`config.mk`:
```
export PLATFORM = sky130hd
export DESIGN_NAME = typed_column_comparator_flat
export DESIGN_NICKNAME = d
export VERILOG_FILES = /design/src/tcc_pkg.sv /design/src/tcc_stream_if.sv /design/src/typed_column_comparator.sv /design/src/tcc_order.sv /design/src/flat_wrapper.sv
export VERILOG_INCLUDE_DIRS = /design/src /design/src/src
export SDC_FILE = /design/constraint.sdc
export NUM_CORES = 1
export LEC_CHECK = 0
export BUFFER_PORTS_ARGS = -buffer_cell sky130_fd_sc_hd__buf_2
export CORE_ASPECT_RATIO = 0.5
export CORE_UTILIZATION = 46
export DETAILED_ROUTE_END_ITERATION = 12
export PLACE_DENSITY = 0.67
export SLEW_MARGIN = 20
export SYNTH_ARGS = -nofsm -noshare
export SYNTH_HDL_FRONTEND = slang
export SYNTH_SLANG_ARGS = --single-unit
```
`constraint.sdc`:
```
create_clock -name clk -period 6.7 [get_ports clk]
set_input_delay 0.67 -clock clk [delete_from_list [all_inputs] [get_ports clk]]
set_output_delay 0.67 -clock clk [all_outputs]
set_load 0.005 [all_outputs]
```
`src/typed_column_comparator_defines.svh`:
```
// Assertion macros shared by the comparator RTL.
`ifndef TYPED_COLUMN_COMPARATOR_DEFINES_SVH
`define TYPED_COLUMN_COMPARATOR_DEFINES_SVH

// Asserts that an antecedent implies a consequent in the same cycle.
`define TCC_ASSERT_SAME(label, clk, rst_n, ante, cons) \
	label: assert property (@(posedge clk) disable iff (!rst_n) (ante) |-> (cons)) \
		else $error("assertion failed");

// Asserts that an antecedent implies a consequent in the next cycle.
`define TCC_ASSERT_NEXT(label, clk, rst_n, ante, cons) \
	label: assert property (@(posedge clk) disable iff (!rst_n) (ante) |=> (cons)) \
		else $error("assertion failed");

`endif

```
`src/tcc_pkg.sv`:
```
package tcc_pkg;

	typedef enum logic [2:0] {
		OP_EQ = 3'd0,
		OP_NE = 3'd1,
		OP_GT = 3'd2,
		OP_GE = 3'd3,
		OP_LT = 3'd4,
		OP_LE = 3'd5
	} cmp_op_t;

	typedef enum logic [3:0] {
		TY_BOOL = 4'd0,
		TY_I8 = 4'd1,
		TY_I16 = 4'd2,
		TY_I32 = 4'd3,
		TY_I64 = 4'd4,
		TY_U8 = 4'd5,
		TY_U16 = 4'd6,
		TY_U32 = 4'd7,
		TY_U64 = 4'd8,
		TY_F32 = 4'd9,
		TY_F64 = 4'd10,
		TY_DATE = 4'd11,
		TY_TIME = 4'd12,
		TY_DATETIME = 4'd13,
		TY_TIMESTAMP = 4'd14,
		TY_INVALID = 4'd15
	} elem_type_t;

	localparam logic [1:0] REG_OP = 2'd0;
	localparam logic [1:0] REG_TYPE = 2'd1;
	localparam logic [1:0] REG_SIDE = 2'd2;
	localparam logic [1:0] REG_SCALAR = 2'd3;

	localparam int unsigned WORD_W = 64;
	localparam int unsigned CFG_IDX_W = 2;

	typedef struct packed {
		logic [WORD_W-1:0] left_value;
		logic [WORD_W-1:0] right_value;
		logic is_null;
		logic last_element;
	} in_item_t;

	typedef struct packed {
		logic match;
		logic written;
		logic type_error;
		logic last_result;
	} out_item_t;

	typedef struct packed {
		logic lt;
		logic eq;
		logic gt;
		logic unord;
		logic bad;
	} order_t;

endpackage

```
`src/tcc_stream_if.sv`:
```
interface tcc_in_if;
	logic valid;
	logic ready;
	tcc_pkg::in_item_t data;
	modport source(output valid, output data, input ready);
	modport sink(input valid, input data, output ready);
endinterface

interface tcc_out_if;
	logic valid;
	logic ready;
	tcc_pkg::out_item_t data;
	modport source(output valid, output data, input ready);
	modport sink(input valid, input data, output ready);
endinterface

```
`src/typed_column_comparator.sv`:
```
// Channel  | Dir | Payload
// in_ch    | in  | left_value, right_value, is_null, last_element
// out_ch   | out | match, written, type_error, last_result
// cfg      | in  | cfg_index, cfg_data (written when cfg_we is high)
// One item per cycle while the output is not stalled.
// Items pass an input register and a result register; the order logic sits between.
// Reset clears valid flags and configuration registers to zero.
// A stalled output holds its stages; ready propagates back through each stage.
`include "typed_column_comparator_defines.svh"

module typed_column_comparator (
	input logic clk,
	input logic arst_n,
	tcc_in_if.sink in_ch,
	tcc_out_if.source out_ch,
	input logic cfg_we,
	input logic [tcc_pkg::CFG_IDX_W-1:0] cfg_index,
	input logic [tcc_pkg::WORD_W-1:0] cfg_data
);
	logic [2:0] op_q;
	logic [3:0] type_q;
	logic [1:0] side_q;
	logic [63:0] scalar_q;
	logic valid_s1;
	tcc_pkg::in_item_t item_s1;
	logic valid_s2;
	tcc_pkg::out_item_t res_s2;
	logic adv_s2;
	logic adv_s1;
	logic [63:0] opx;
	logic [63:0] opy;
	tcc_pkg::order_t ord;
	tcc_pkg::out_item_t res;
	logic op_bad;
	logic hit;

	always_ff @(posedge clk or negedge arst_n) begin
		if (!arst_n) begin
			op_q <= '0;
			type_q <= '0;
			side_q <= '0;
			scalar_q <= '0;
		end else if (cfg_we) begin
			unique case (cfg_index)
				tcc_pkg::REG_OP: op_q <= cfg_data[2:0];
				tcc_pkg::REG_TYPE: type_q <= cfg_data[3:0];
				tcc_pkg::REG_SIDE: side_q <= cfg_data[1:0];
				tcc_pkg::REG_SCALAR: scalar_q <= cfg_data;
				default: ;
			endcase
		end
	end

	assign adv_s2 = !valid_s2 || out_ch.ready;
	assign adv_s1 = !valid_s1 || adv_s2;
	assign in_ch.ready = adv_s1;

	always_ff @(posedge clk or negedge arst_n) begin
		if (!arst_n) begin
			valid_s1 <= 1'b0;
		end else if (adv_s1) begin
			valid_s1 <= in_ch.valid;
		end
	end

	always_ff @(posedge clk) begin
		if (adv_s1 && in_ch.valid) begin
			item_s1 <= in_ch.data;
		end
	end

	assign opx = side_q[0] ? scalar_q : item_s1.left_value;
	assign opy = (!side_q[0] && side_q[1]) ? scalar_q : item_s1.right_value;

	tcc_order u_order (
		.elem_type(type_q),
		.x(opx),
		.y(opy),
		.ord(ord)
	);

	always_comb begin
		op_bad = 1'b0;
		hit = 1'b0;
		unique case (tcc_pkg::cmp_op_t'(op_q))
			tcc_pkg::OP_EQ: hit = ord.eq;
			tcc_pkg::OP_NE: hit = !ord.eq;
			tcc_pkg::OP_GT: hit = ord.gt;
			tcc_pkg::OP_GE: hit = ord.gt || ord.eq;
			tcc_pkg::OP_LT: hit = ord.lt;
			tcc_pkg::OP_LE: hit = ord.lt || ord.eq;
			default: op_bad = 1'b1;
		endcase
		res.type_error = op_bad || ord.bad;
		res.written = !res.type_error && !item_s1.is_null;
		res.match = res.written && hit;
		res.last_result = item_s1.last_element;
	end

	always_ff @(posedge clk or negedge arst_n) begin
		if (!arst_n) begin
			valid_s2 <= 1'b0;
		end else if (adv_s2) begin
			valid_s2 <= valid_s1;
		end
	end

	always_ff @(posedge clk) begin
		if (adv_s2 && valid_s1) begin
			res_s2 <= res;
		end
	end

	assign out_ch.valid = valid_s2;
	assign out_ch.data = res_s2;

	`TCC_ASSERT_SAME(a_match_written, clk, arst_n, valid_s2, !res_s2.match || res_s2.written)
	`TCC_ASSERT_SAME(a_err_no_write, clk, arst_n, valid_s2, !(res_s2.type_error && res_s2.written))
	`TCC_ASSERT_NEXT(a_hold_stall, clk, arst_n, valid_s2 && !out_ch.ready,
		valid_s2 && $stable(res_s2))
endmodule

```
`src/tcc_order.sv`:
```
module tcc_order (
	input logic [3:0] elem_type,
	input logic [63:0] x,
	input logic [63:0] y,
	output tcc_pkg::order_t ord
);
	logic [63:0] xk;
	logic [63:0] yk;
	logic is_float;
	logic ty_bad;
	logic f_nan;
	logic f_zero;
	logic xs;
	logic ys;
	logic [62:0] xm;
	logic [62:0] ym;
	logic mag_lt;
	logic mag_eq;
	logic int_lt;
	logic int_eq;
	logic f_lt;
	logic f_eq;

	always_comb begin
		xk = '0;
		yk = '0;
		is_float = 1'b0;
		ty_bad = 1'b0;
		xs = 1'b0;
		ys = 1'b0;
		xm = '0;
		ym = '0;
		f_nan = 1'b0;
		unique case (tcc_pkg::elem_type_t'(elem_type))
			tcc_pkg::TY_BOOL: begin
				xk = {63'd0, |x[7:0]};
				yk = {63'd0, |y[7:0]};
			end
			tcc_pkg::TY_I8: begin
				xk = {56'd0, ~x[7], x[6:0]};
				yk = {56'd0, ~y[7], y[6:0]};
			end
			tcc_pkg::TY_I16: begin
				xk = {48'd0, ~x[15], x[14:0]};
				yk = {48'd0, ~y[15], y[14:0]};
			end
			tcc_pkg::TY_I32, tcc_pkg::TY_DATE: begin
				xk = {32'd0, ~x[31], x[30:0]};
				yk = {32'd0, ~y[31], y[30:0]};
			end
			tcc_pkg::TY_I64, tcc_pkg::TY_TIME, tcc_pkg::TY_DATETIME,
			tcc_pkg::TY_TIMESTAMP: begin
				xk = {~x[63], x[62:0]};
				yk = {~y[63], y[62:0]};
			end
			tcc_pkg::TY_U8: begin
				xk = {56'd0, x[7:0]};
				yk = {56'd0, y[7:0]};
			end
			tcc_pkg::TY_U16: begin
				xk = {48'd0, x[15:0]};
				yk = {48'd0, y[15:0]};
			end
			tcc_pkg::TY_U32: begin
				xk = {32'd0, x[31:0]};
				yk = {32'd0, y[31:0]};
			end
			tcc_pkg::TY_U64: begin
				xk = x;
				yk = y;
			end
			tcc_pkg::TY_F32: begin
				is_float = 1'b1;
				xs = x[31];
				ys = y[31];
				xm = {32'd0, x[30:0]};
				ym = {32'd0, y[30:0]};
				f_nan = (&x[30:23] && |x[22:0]) || (&y[30:23] && |y[22:0]);
			end
			tcc_pkg::TY_F64: begin
				is_float = 1'b1;
				xs = x[63];
				ys = y[63];
				xm = x[62:0];
				ym = y[62:0];
				f_nan = (&x[62:52] && |x[51:0]) || (&y[62:52] && |y[51:0]);
			end
			default: ty_bad = 1'b1;
		endcase
	end

	assign int_lt = xk < yk;
	assign int_eq = xk == yk;
	assign mag_lt = xm < ym;
	assign mag_eq = xm == ym;
	assign f_zero = (xm == '0) && (ym == '0);

	always_comb begin
		if (f_zero) begin
			f_eq = 1'b1;
			f_lt = 1'b0;
		end else if (xs != ys) begin
			f_eq = 1'b0;
			f_lt = xs;
		end else begin
			f_eq = mag_eq;
			f_lt = xs ? (!mag_lt && !mag_eq) : mag_lt;
		end
	end

	always_comb begin
		ord.bad = ty_bad;
		if (is_float) begin
			ord.unord = f_nan;
			ord.eq = !f_nan && f_eq;
			ord.lt = !f_nan && f_lt;
			ord.gt = !f_nan && !f_lt && !f_eq;
		end else begin
			ord.unord = 1'b0;
			ord.eq = int_eq;
			ord.lt = int_lt;
			ord.gt = !int_lt && !int_eq;
		end
	end
endmodule

```
`src/flat_wrapper.sv`:
```
// flat-port wrapper written by rule: the top's interface ports become plain ports
module typed_column_comparator_flat 
  (clk, arst_n, cfg_we, cfg_index, cfg_data, in_ch_valid, in_ch_data, in_ch_ready, out_ch_valid, out_ch_data, out_ch_ready);
  tcc_in_if in_ch_i ();
  tcc_out_if out_ch_i ();
  input logic clk;
  input logic arst_n;
  input logic cfg_we;
  input logic [tcc_pkg::CFG_IDX_W-1:0] cfg_index;
  input logic [tcc_pkg::WORD_W-1:0] cfg_data;
  input wire logic [$bits(in_ch_i.valid)-1:0] in_ch_valid;
  input wire logic [$bits(in_ch_i.data)-1:0] in_ch_data;
  output wire logic [$bits(in_ch_i.ready)-1:0] in_ch_ready;
  output wire logic [$bits(out_ch_i.valid)-1:0] out_ch_valid;
  output wire logic [$bits(out_ch_i.data)-1:0] out_ch_data;
  input wire logic [$bits(out_ch_i.ready)-1:0] out_ch_ready;
  assign in_ch_i.valid = in_ch_valid;
  assign in_ch_i.data = in_ch_data;
  assign in_ch_ready = in_ch_i.ready;
  assign out_ch_valid = out_ch_i.valid;
  assign out_ch_data = out_ch_i.data;
  assign out_ch_i.ready = out_ch_ready;
  typed_column_comparator u_core (.clk(clk), .arst_n(arst_n), .in_ch(in_ch_i), .out_ch(out_ch_i), .cfg_we(cfg_we), .cfg_index(cfg_index), .cfg_data(cfg_data));
endmodule
```
Word level (Yosys, flattened, before mapping)
Index checks and enable logic that the tools add are counted.
Widths: inputs -> output; s select.
{"block": "totals", "output_inout_bits": 6, "reg_bits": 209}
{"block": "op_classes", "reduce_logical": 60, "n_eq_ne": 25, "n_bitwise": 8, "n_mux": 19, "magnitude_cmp": 2}
{"operator": "$pmux 64 s9", "n": 2}
{"operator": "$pmux 63 s2", "n": 2}
{"operator": "$mux 64", "n": 2}
{"operator": "$logic_not 63->1", "n": 2}
{"operator": "$reduce_or 52->1", "n": 2}
{"operator": "$eq 64x64->1", "n": 1}
{"operator": "$lt 64x64->1", "n": 1}
{"operator": "$eq 63x63->1", "n": 1}
{"operator": "$lt 63x63->1", "n": 1}
{"operator": "$reduce_or 23->1", "n": 2}
{"operator": "$eq 4x4->1 const B", "n": 7}
{"operator": "$reduce_and 11->1", "n": 2}
{"operator": "$eq 4x3->1 const B", "n": 4}
{"operator": "$logic_and 1x1->1", "n": 16}
{"operator": "$reduce_and 8->1", "n": 2}
{"operator": "$reduce_or 8->1", "n": 2}
{"operator": "$reduce_or 15->1", "n": 1}
{"operator": "$logic_not 1->1", "n": 13}
{"operator": "$eq 4x2->1 const B", "n": 2}
{"operator": "$mux 1", "n": 8}
{"operator": "$not 1->1", "n": 8}
{"operator": "$reduce_and 2->1", "n": 4}
{"operator": "$logic_or 1x1->1", "n": 7}
{"operator": "$eq 3x2->1 const B", "n": 2}
{"operator": "15 further kinds", "n": 20}

Longest topological paths before layout
Gate-level depths: netlist of run 1.
{"block": "logic_depth", "ltp_word": 17, "depth_mapped": 20}

Hierarchy
From an unflattened synthesis of run 1, not the netlist that was laid out.
{"block": "hier_totals", "hier_cells": 1208, "hier_area_um2": 13396.6}
{"mod": "typed_column_comparator", "instances": 1, "cells_per_inst": 450, "area_each_um2": 8454.4}
{"mod": "tcc_order", "instances": 1, "cells_per_inst": 758, "area_each_um2": 4942.2}

Worst setup path after synthesis of run 1
Ideal clock, no wire load.
{"block": "synth_timing", "kind": "register -> register", "startpoint": "reg u_core.side_q[0]", "endpoint": "reg u_core.res_s2, in the netlist u_core.out_ch.data[3], data pin", "path_stages_with_launch": 18, "arrival_time_ps": 4444, "setup_slack_ps": 2082, "setup_ps": 174, "cell_sequence": "dfrtp_1 > buf_2 > buf_2 > buf_1 > clkbuf_1 > buf_1 > mux2i_1 > nor2_1 > ha_1 > a21oi_1 > o21ai_0 > a221oi_1 > o221ai_1 > or4_1 > a21bo_2 > a2111oi_0 > a31oi_1 > a311oi_1"}
{"item": "start, declared", "line_no": "typed_column_comparator.sv:22", "source": "logic [1:0] side_q;"}
{"item": "start signal, assigned", "line_no": "typed_column_comparator.sv:47", "source": "tcc_pkg::REG_SIDE: side_q <= cfg_data[1:0];"}
{"item": "end signal, assigned", "line_no": "typed_column_comparator.sv:110", "source": "res_s2 <= res;"}
{"item": "end, declared", "line_no": "typed_column_comparator.sv:27", "source": "tcc_pkg::out_item_t res_s2;"}

==> metrics.md, run 1 <==
| Metric | Value |
|---|---|
| RSZ-0062 raised after global routing | `no` |
| Pleak | `a little under 0.007 µW` |
| Max_slew headroom | `about a third` |
| Final Max Tran Viols | `0` |
| Crit path cell chain | `nand2b_4 -> mux2i_1 -> nor2_1 -> a21oi_1 -> nor2_1 -> a31oi_1 -> nor2_1 -> a31oi_1 -> ha_1 -> nand4_1 -> or4_1 -> nor4_1 -> and3_1 -> a21oi_1 -> or4_1 -> a21o_1 -> a311oi_1` |
| DRT iter0 DRCs | `882` |
| Wirelength, routed | `38.4 mm` |
| Final min period | `5840 ps` |
| Wire per inst | `~20 µm` |
| Cells after Synth | `1309` |
| Fraction of registers with async set/reset | `35.9%` |
| Fin nets | `1823` |
| Final period util | `between 80% and 90%` |
| CTS Buf Count | `20` |
| Port Buffers | `206` |
| CP peak stage delay | `930 ps` |
| # Max-Cap Violations | `0` |
| Initial antenna violation count | `1` |
| Drt first pass iters | `5` |
| Synth Flop Type | `edfxtp_1` |
| Reg-to-reg endpoint | `u_core.out_ch.data[3]` |
| Root buffer selected by CTS | `clkbuf_16` |
| Critical path class | `flop to flop` |
| CP dominant cell by count | `nor2_1` |
| Slowest cell on crit path | `dfrtp_4` |
| DRT antenna net count | `0` |
| Worst path depth | `17` |
| Post-Route Setup TNS | `0 ps` |
| Worst setup path startpoint | `u_core.side_q[0]` |
| Post-synth EDFFs | `134` |
| Commonest non-fill, non-tap cell in the layout | `buf_2` |
| CP Capture Point | `u_core.out_ch.data[3]` |
| Via count | `11200` |
| CP delay by family, top | `simple AND/OR/NAND/NOR gates` |
| Slew @ Worst Pin | `1020 ps` |
| Reg-to-reg setup timing slack | `860 ps` |
| Flops & latches, synth | `209` |
| IO Pins | `207` |
| Avg Vias per Cell | `5.90` |
| Status | `complete, no violations` |
| # setup viols final | `0` |
| Seq/Total Area, Yosys | `42.9%` |
| Non-filler instance count after layout | `1901` |
| Worst IR Drop VDD | `0.223 mV` |
| CP Launch Type | `flop` |
| Die Y | `between 100 and 150 µm` |
| Total grt overflow | `0` |
| Postcts setup bufs | `0` |
| # resized after CTS | `0` |
| Worst reg-to-reg path cell count | `17` |
| Placer Congestion | `0.997` |
| Worst-Skew Late Latency | `530 ps` |
| Layout cell share with drive strength beyond 1 | `26.4%` |
| Critical Path Fanout Max | `55` |
| Core area | `between 0.02 and 0.03 mm²` |
| # DRC | `0` |
| H-Tree Depth | `1` |
| Initial Util | `47.2%` |
| Dpl hpwl | `29.1 mm` |
| Total GRT Usage | `25.2%` |
| Site row count | `44` |
| Area growth syn-to-layout | `15.4%` |
| Worst EP required | `7050 ps` |
| Max Freq | `around 170 MHz` |
| Die area | `0.0307 mm²` |
| Vias in the first global route | `~11000` |
| Worst r2r src | `u_core.side_q[0]` |
| PD cells | `289 mW/mm²` |
| Die Wd | `247 µm` |
| Syn_area_per_cell | `10.5 µm²` |
| Type of the worst min-delay path | `input pin to async pin` |
| Critical Path AT | `6190 ps` |
| Clock-pin slew on the worst setup and hold paths | `70 ps` |
| Cell Area, Synth | `0.0138 mm²` |
| Post-Synthesis Net Count | `between 1500 and 2000` |
| CP bufs+invs | `0` |
| CTS tree | `yes` |
| First-pass GRT wire length | `60.9 mm` |
| Worst Clk Skew | `19.4 ps` |
| # clock sinks | `209` |
| Final hold vios | `0` |
| Worst Setup End Kind | `flop` |
| Warning count from the yosys run | `0` |
| DP Cell Count | `1863` |
| Distinct cells, synth | `64` |
| Max Root-Sink Buffers | `3` |
| Final Util | `54.4%` |
| Largest net degree at the start of global routing | `just over 80` |
| CTS Hold Bufs | `0` |
| Commonest cells after routing, fill and taps aside | `buf_2 (205), nor2_1 (164), edfxtp_1 (134)` |
kinds of logic after synthesis:
group,synth area share [%]
compound gates,8.08
xor+xnor,0.0636
fa+ha+maj,11.5
buf+inv,1.95
flops,42.9
mux,15.5
simple gates,20.0
routing by layer:
metal	GRT usage [%]	wire length, µm	vias to the layer above
met5	0	0	-
met4	6.83	995	0
met3	4.65	2890	75
met2	40.2	17400	429
met1	35.2	17200	5440
li1	-	-	5275
flip-flops by register name, indices dropped and copies added, names as in the netlist:
| register | count |
|---|---|
| u_core.side_q | 2 |
| u_core.out_ch.valid | 1 |
| u_core.out_ch.data | 4 |
| u_core.scalar_q | 64 |
| u_core.item_s1 | 130 |
| u_core.valid_s1 | 1 |
| u_core.op_q | 3 |
| u_core.type_q | 4 |
cell type report:
cell class / count / area [µm²]
Antenna cell: 1 / 2.50
Clock buffer: 29 / 618
Clock inverter: 7 / 45.0
Fill cell: 2567 / 13300
Inverter: 9 / 33.8
Multi-Input combinational cell: 1033 / 7620
Sequential cell: 209 / 5900
Tap cell: 391 / 489
Timing Repair Buffer: 222 / 1170
worst min-delay path by stage:
stage,cells after the start,start,end
floorplan,0,arst_n,u_core.op_q[0]
detailed placement,0,u_core.item_s1[0],u_core.out_ch.data[0]
global route,1,arst_n,u_core.scalar_q[47]
finish,1,arst_n,u_core.scalar_q[47]
CTS,1,arst_n,u_core.scalar_q[47]
global placement,0,u_core.item_s1[0],u_core.out_ch.data[0]
Yosys cell counts (all sizes together) (3+ instances only):
| master | count | area share [%] |
|---|---|---|
| o31a | 3 | 0.19 |
| inv | 9 | 0.25 |
| o31ai | 4 | 0.22 |
| a221oi | 5 | 0.32 |
| edfxtp | 134 | 29 |
| nor3 | 31 | 1.1 |
| o22a | 3 | 0.19 |
| and3 | 3 | 0.14 |
| nand2b | 74 | 3.4 |
| and4 | 3 | 0.19 |
| o211ai | 3 | 0.16 |
| o22ai | 7 | 0.32 |
| nor3b | 6 | 0.33 |
| nor2 | 165 | 4.5 |
| nand4 | 40 | 1.8 |
| ha | 127 | 12 |
| mux2i | 128 | 9.3 |
| or3 | 6 | 0.27 |
| a21o | 19 | 1.0 |
| clkbuf | 45 | 1.2 |
| a22oi | 7 | 0.42 |
| nand3 | 24 | 0.87 |
| a31oi | 5 | 0.23 |
| nand2 | 51 | 1.4 |
| buf | 13 | 0.47 |
| or2 | 57 | 2.6 |
| mux2 | 76 | 6.2 |
| o221ai | 4 | 0.25 |
| a211oi | 6 | 0.33 |
| o21ai | 27 | 0.98 |
| nor2b | 10 | 0.45 |
| and2 | 4 | 0.18 |
| or4 | 9 | 0.52 |
| nor4 | 32 | 1.5 |
| dfrtp | 75 | 14 |
| a21oi | 64 | 2.3 |
| nand3b | 8 | 0.44 |
power breakdown:
group	internal [µW]	leakage (µW)	total [µW]	switching, µW
sequential	1530	0.00217	1730	201
combinational	746	0.00440	1710	964
clock	647	0.000324	1150	507
total	2920	0.00689	4590	1670
through the flow:
stage	setup slack (ps)	area [µm²]	total power [µW]	hold slack [ps]
floorplan	2080	13800	2890	374
global placement	1330	15200	3370	405
detailed placement	1060	15200	3420	418
CTS	998	15900	4590	112
global route	474	15900	4870	134
finish	857	15900	4590	99.5
(Power assumes the default switching activity.)
==> run 2, diff against run 1 <==
--- a/config.mk
+++ b/config.mk
@@ -8,9 +8,9 @@
 export LEC_CHECK = 0
 export BUFFER_PORTS_ARGS = -buffer_cell sky130_fd_sc_hd__buf_2
 export CORE_ASPECT_RATIO = 0.5
-export CORE_UTILIZATION = 46
+export CORE_UTILIZATION = 45
 export DETAILED_ROUTE_END_ITERATION = 12
-export PLACE_DENSITY = 0.67
+export PLACE_DENSITY = 0.65
 export SLEW_MARGIN = 20
 export SYNTH_ARGS = -nofsm -noshare
 export SYNTH_HDL_FRONTEND = slang
==> run 2 against run 1 <==
Against the previous run: setup slack improved by 150 ps; clock skew is 7.8 ps lower; sequential power about the same; clock power hardly changed; wire length rose by 2.0%; hold slack worse by 6.2 ps; total power down 0.27%; first-iteration DRC count fell by 0.68%; largest power group unchanged; final area is 0.31% lower; non-clock buffer count is 2 lower; cell count shrank 0.16%.
==> metrics.md, run 2 (synthesized netlist as in run 1, its figures left out) <==
| Metric | Value |
|---|---|
| Critical Path AT | `6040 ps (-150 ps)` |
| Final min period | `5690 ps (-152 ps)` |
| Initial antenna violation count | `0 (-1)` |
| Combinational share of power | `37.6% (+0.4 points)` |
| Fillers | `2607 (+1.6%)` |
| Worst EP required | `7050 ps (about the same)` |
| Avg Vias per Cell | `5.82 (-1.4%)` |
| Final hold vios | `0 (unchanged)` |
| DRT iter0 DRCs | `876 (-0.68%)` |
| Max Freq | `176 MHz (+2.7%)` |
| IO Pins | `207 (unchanged)` |
| # DRC | `0 (unchanged)` |
| Final instance area | `0.0158 mm² (-0.31%)` |
| PD cells | `289 mW/mm² (about the same)` |
| Critical path class | `flop to flop` |
| Commonest non-fill, non-tap cell in the layout | `buf_2` |
| Wire per inst | `20.6 µm (+2.2%)` |
| # clock sinks | `209 (unchanged)` |
| Largest net degree at the start of global routing | `82 (+1.2%)` |
| # Max-Cap Violations | `0 (unchanged)` |
| Status | `complete, no violations` |
| Via count | `11000 (-1.6%)` |
| Int Pwr | `2870 µW (-1.8%)` |
| Placer Congestion | `0.959 (-3.8%)` |
| H-Tree Depth | `1 (unchanged)` |
| Sequential power share | `37.8% (about the same)` |
| Max reg flops | `130 (unchanged)` |
| Die Y | `126 µm (+1.1%)` |
| Core area | `0.0295 mm² (+1.1%)` |
| Antenna cells | `0 (-1)` |
| Met3 wire length | `2.45 mm (-15%)` |
| CTS tree | `yes` |
| # resized after CTS | `0 (unchanged)` |
| Fin nets | `1821 (-0.11%)` |
| Final Max Tran Viols | `0 (unchanged)` |
| Worst Clk Skew | `11.6 ps (-7.81 ps)` |
| Wirelength, routed | `39.2 mm (+2.0%)` |
| # setup viols final | `0 (unchanged)` |
| Die Wd | `249 µm (+1.1%)` |
| Initial Util | `46.6% (-0.53 points)` |
| Dpl hpwl | `29.9 mm (+2.5%)` |
| Worst IR Drop VDD | `0.183 mV (-18%)` |
| Sw Pwr | `1710 µW (+2.4%)` |
| CTS Buf Count | `20 (unchanged)` |
| Max Root-Sink Buffers | `3 (unchanged)` |
| Worst Setup End Kind | `flop` |
| Total grt overflow | `0 (unchanged)` |
| Storage cell area | `0.00590 mm² (unchanged)` |
| Metal2 WL | `17.3 mm (-0.33%)` |
| Pleak | `0.00686 µW (-0.45%)` |
| Largest regs | `u_core.item_s1: 130 flops, u_core.scalar_q: 64 flops` |
| Worst-Skew Late Latency | `540 ps (about the same)` |
| Clock-pin slew on the worst setup and hold paths | `70 ps (about the same)` |
| Critical Path Fanout Max | `55 (unchanged)` |
| Site row count | `44 (unchanged)` |
| Largest register by flop count | `u_core.item_s1` |
| RSZ-0062 raised after global routing | `no` |
| Dpl cell area | `0.0152 mm² (about the same)` |
| Power share of the clock group | `24.7% (-0.4 points)` |
| Met1 WL | `18.7 mm (+8.8%)` |
| Area growth syn-to-layout | `15.0%` |
| Drt first pass iters | `5 (unchanged)` |
| DRT antenna net count | `0 (unchanged)` |
| Commonest cells after routing, fill and taps aside | `buf_2 (205), nor2_1 (164), edfxtp_1 (134)` |
| Postcts setup bufs | `0 (unchanged)` |
| Root buffer selected by CTS | `clkbuf_16` |
| Total GRT Usage | `24.9% (-0.35 points)` |
| First-pass GRT wire length | `61.1 mm (+0.38%)` |
| CTS Hold Bufs | `0 (unchanged)` |
| Vias in the first global route | `10900 (-3.5%)` |
| Highest Signal Layer | `met4` |
| Layout cell share with drive strength beyond 1 | `26.3% (-0.031 points)` |
| Final period util | `84.9% (-2.3 points)` |
| Post-Route Setup TNS | `0 ps (unchanged)` |
| Port Buffers | `206 (unchanged)` |
| Type of the worst min-delay path | `input pin to async pin` |
| Area of the multi-input gates | `0.00762 mm² (unchanged)` |
| Slew @ Worst Pin | `1100 ps (+76.6 ps)` |
| Max_slew headroom | `26.8% (-5.1 points)` |
| Die area | `0.0313 mm² (+2.2%)` |
| CP Launch Type | `flop` |
| Switching share of power | `37.4% (+0.97 points)` |
==> run 2: per-stage QoR <==
step                util, %  setup WS [ps]  std cells  hold slack (ps)  total power [µW]
CTS                    53.6           1090       1897             95.3              4570
finish                 53.7           1010       1898             93.3              4580
floorplan                 -           2080       1309              374              2890
global placement       51.4           1380       1861              405              3400
global route           53.7            755       1898              114              4850
detailed placement     51.4           1160       1861              408              3430
==> run 2: final timing paths <==
| kind | startpoint | end | slack [ps] | cells after the start |
|---|---|---|---|---|
| max | u_core.side_q[0] | u_core.out_ch.data[3] | 1010 | 17 |
| min | arst_n | u_core.scalar_q[17] | 90 | 1 |
| max reg2reg | u_core.side_q[0] | u_core.out_ch.data[3] | 1010 | 17 |
| min reg2reg | u_core.item_s1[0] | u_core.out_ch.data[0] | 420 | 0 |
| max in group asynchronous | arst_n | u_core.side_q[0] | 5550 | 2 |
| min in group clk | in_ch_data[27] | u_core.item_s1[27] | 300 | 1 |
==> run 2: metal layers <==
metal,up-vias,track usage [%]
met4,0,5.45
met3,51,4.86
met5,-,0
met2,343,38.5
li1,5261,-
met1,5390,36.2
==> run 2: power groups by stage <==
stage / clock network, µW / registers [µW] / logic [µW]
after floorplan: 0 / 1650 / 1240
after global placement: 0 / 1750 / 1650
after detailed placement: 0 / 1750 / 1680
after CTS: 1150 / 1720 / 1690
after global routing: 1200 / 1750 / 1890
final: 1130 / 1730 / 1720
==> run 2: worst max-delay path: stages, from the launching register on <==
cell and delay, ps:
dfrtp_4 940, nand2b_4 740, mux2i_1 460, nor2_1 90, a21oi_1 120, nor2_1 60
a31oi_1 150, nor2_1 60, a31oi_1 160, ha_1 180, nand4_1 120, or4_1 550
nor4_1 540, and3_1 300, a21oi_1 150, or4_1 430, a21o_1 190, a311oi_1 260
==> run 2: layout make-up <==
type | instances | area share, %
Clock buffer | 26 | 3.56
Tap cell | 391 | 3.09
Inverter | 9 | 0.213
Multi-Input combinational cell | 1033 | 48.1
Sequential cell | 209 | 37.3
Timing Repair Buffer | 220 | 7.27
Clock inverter | 10 | 0.427
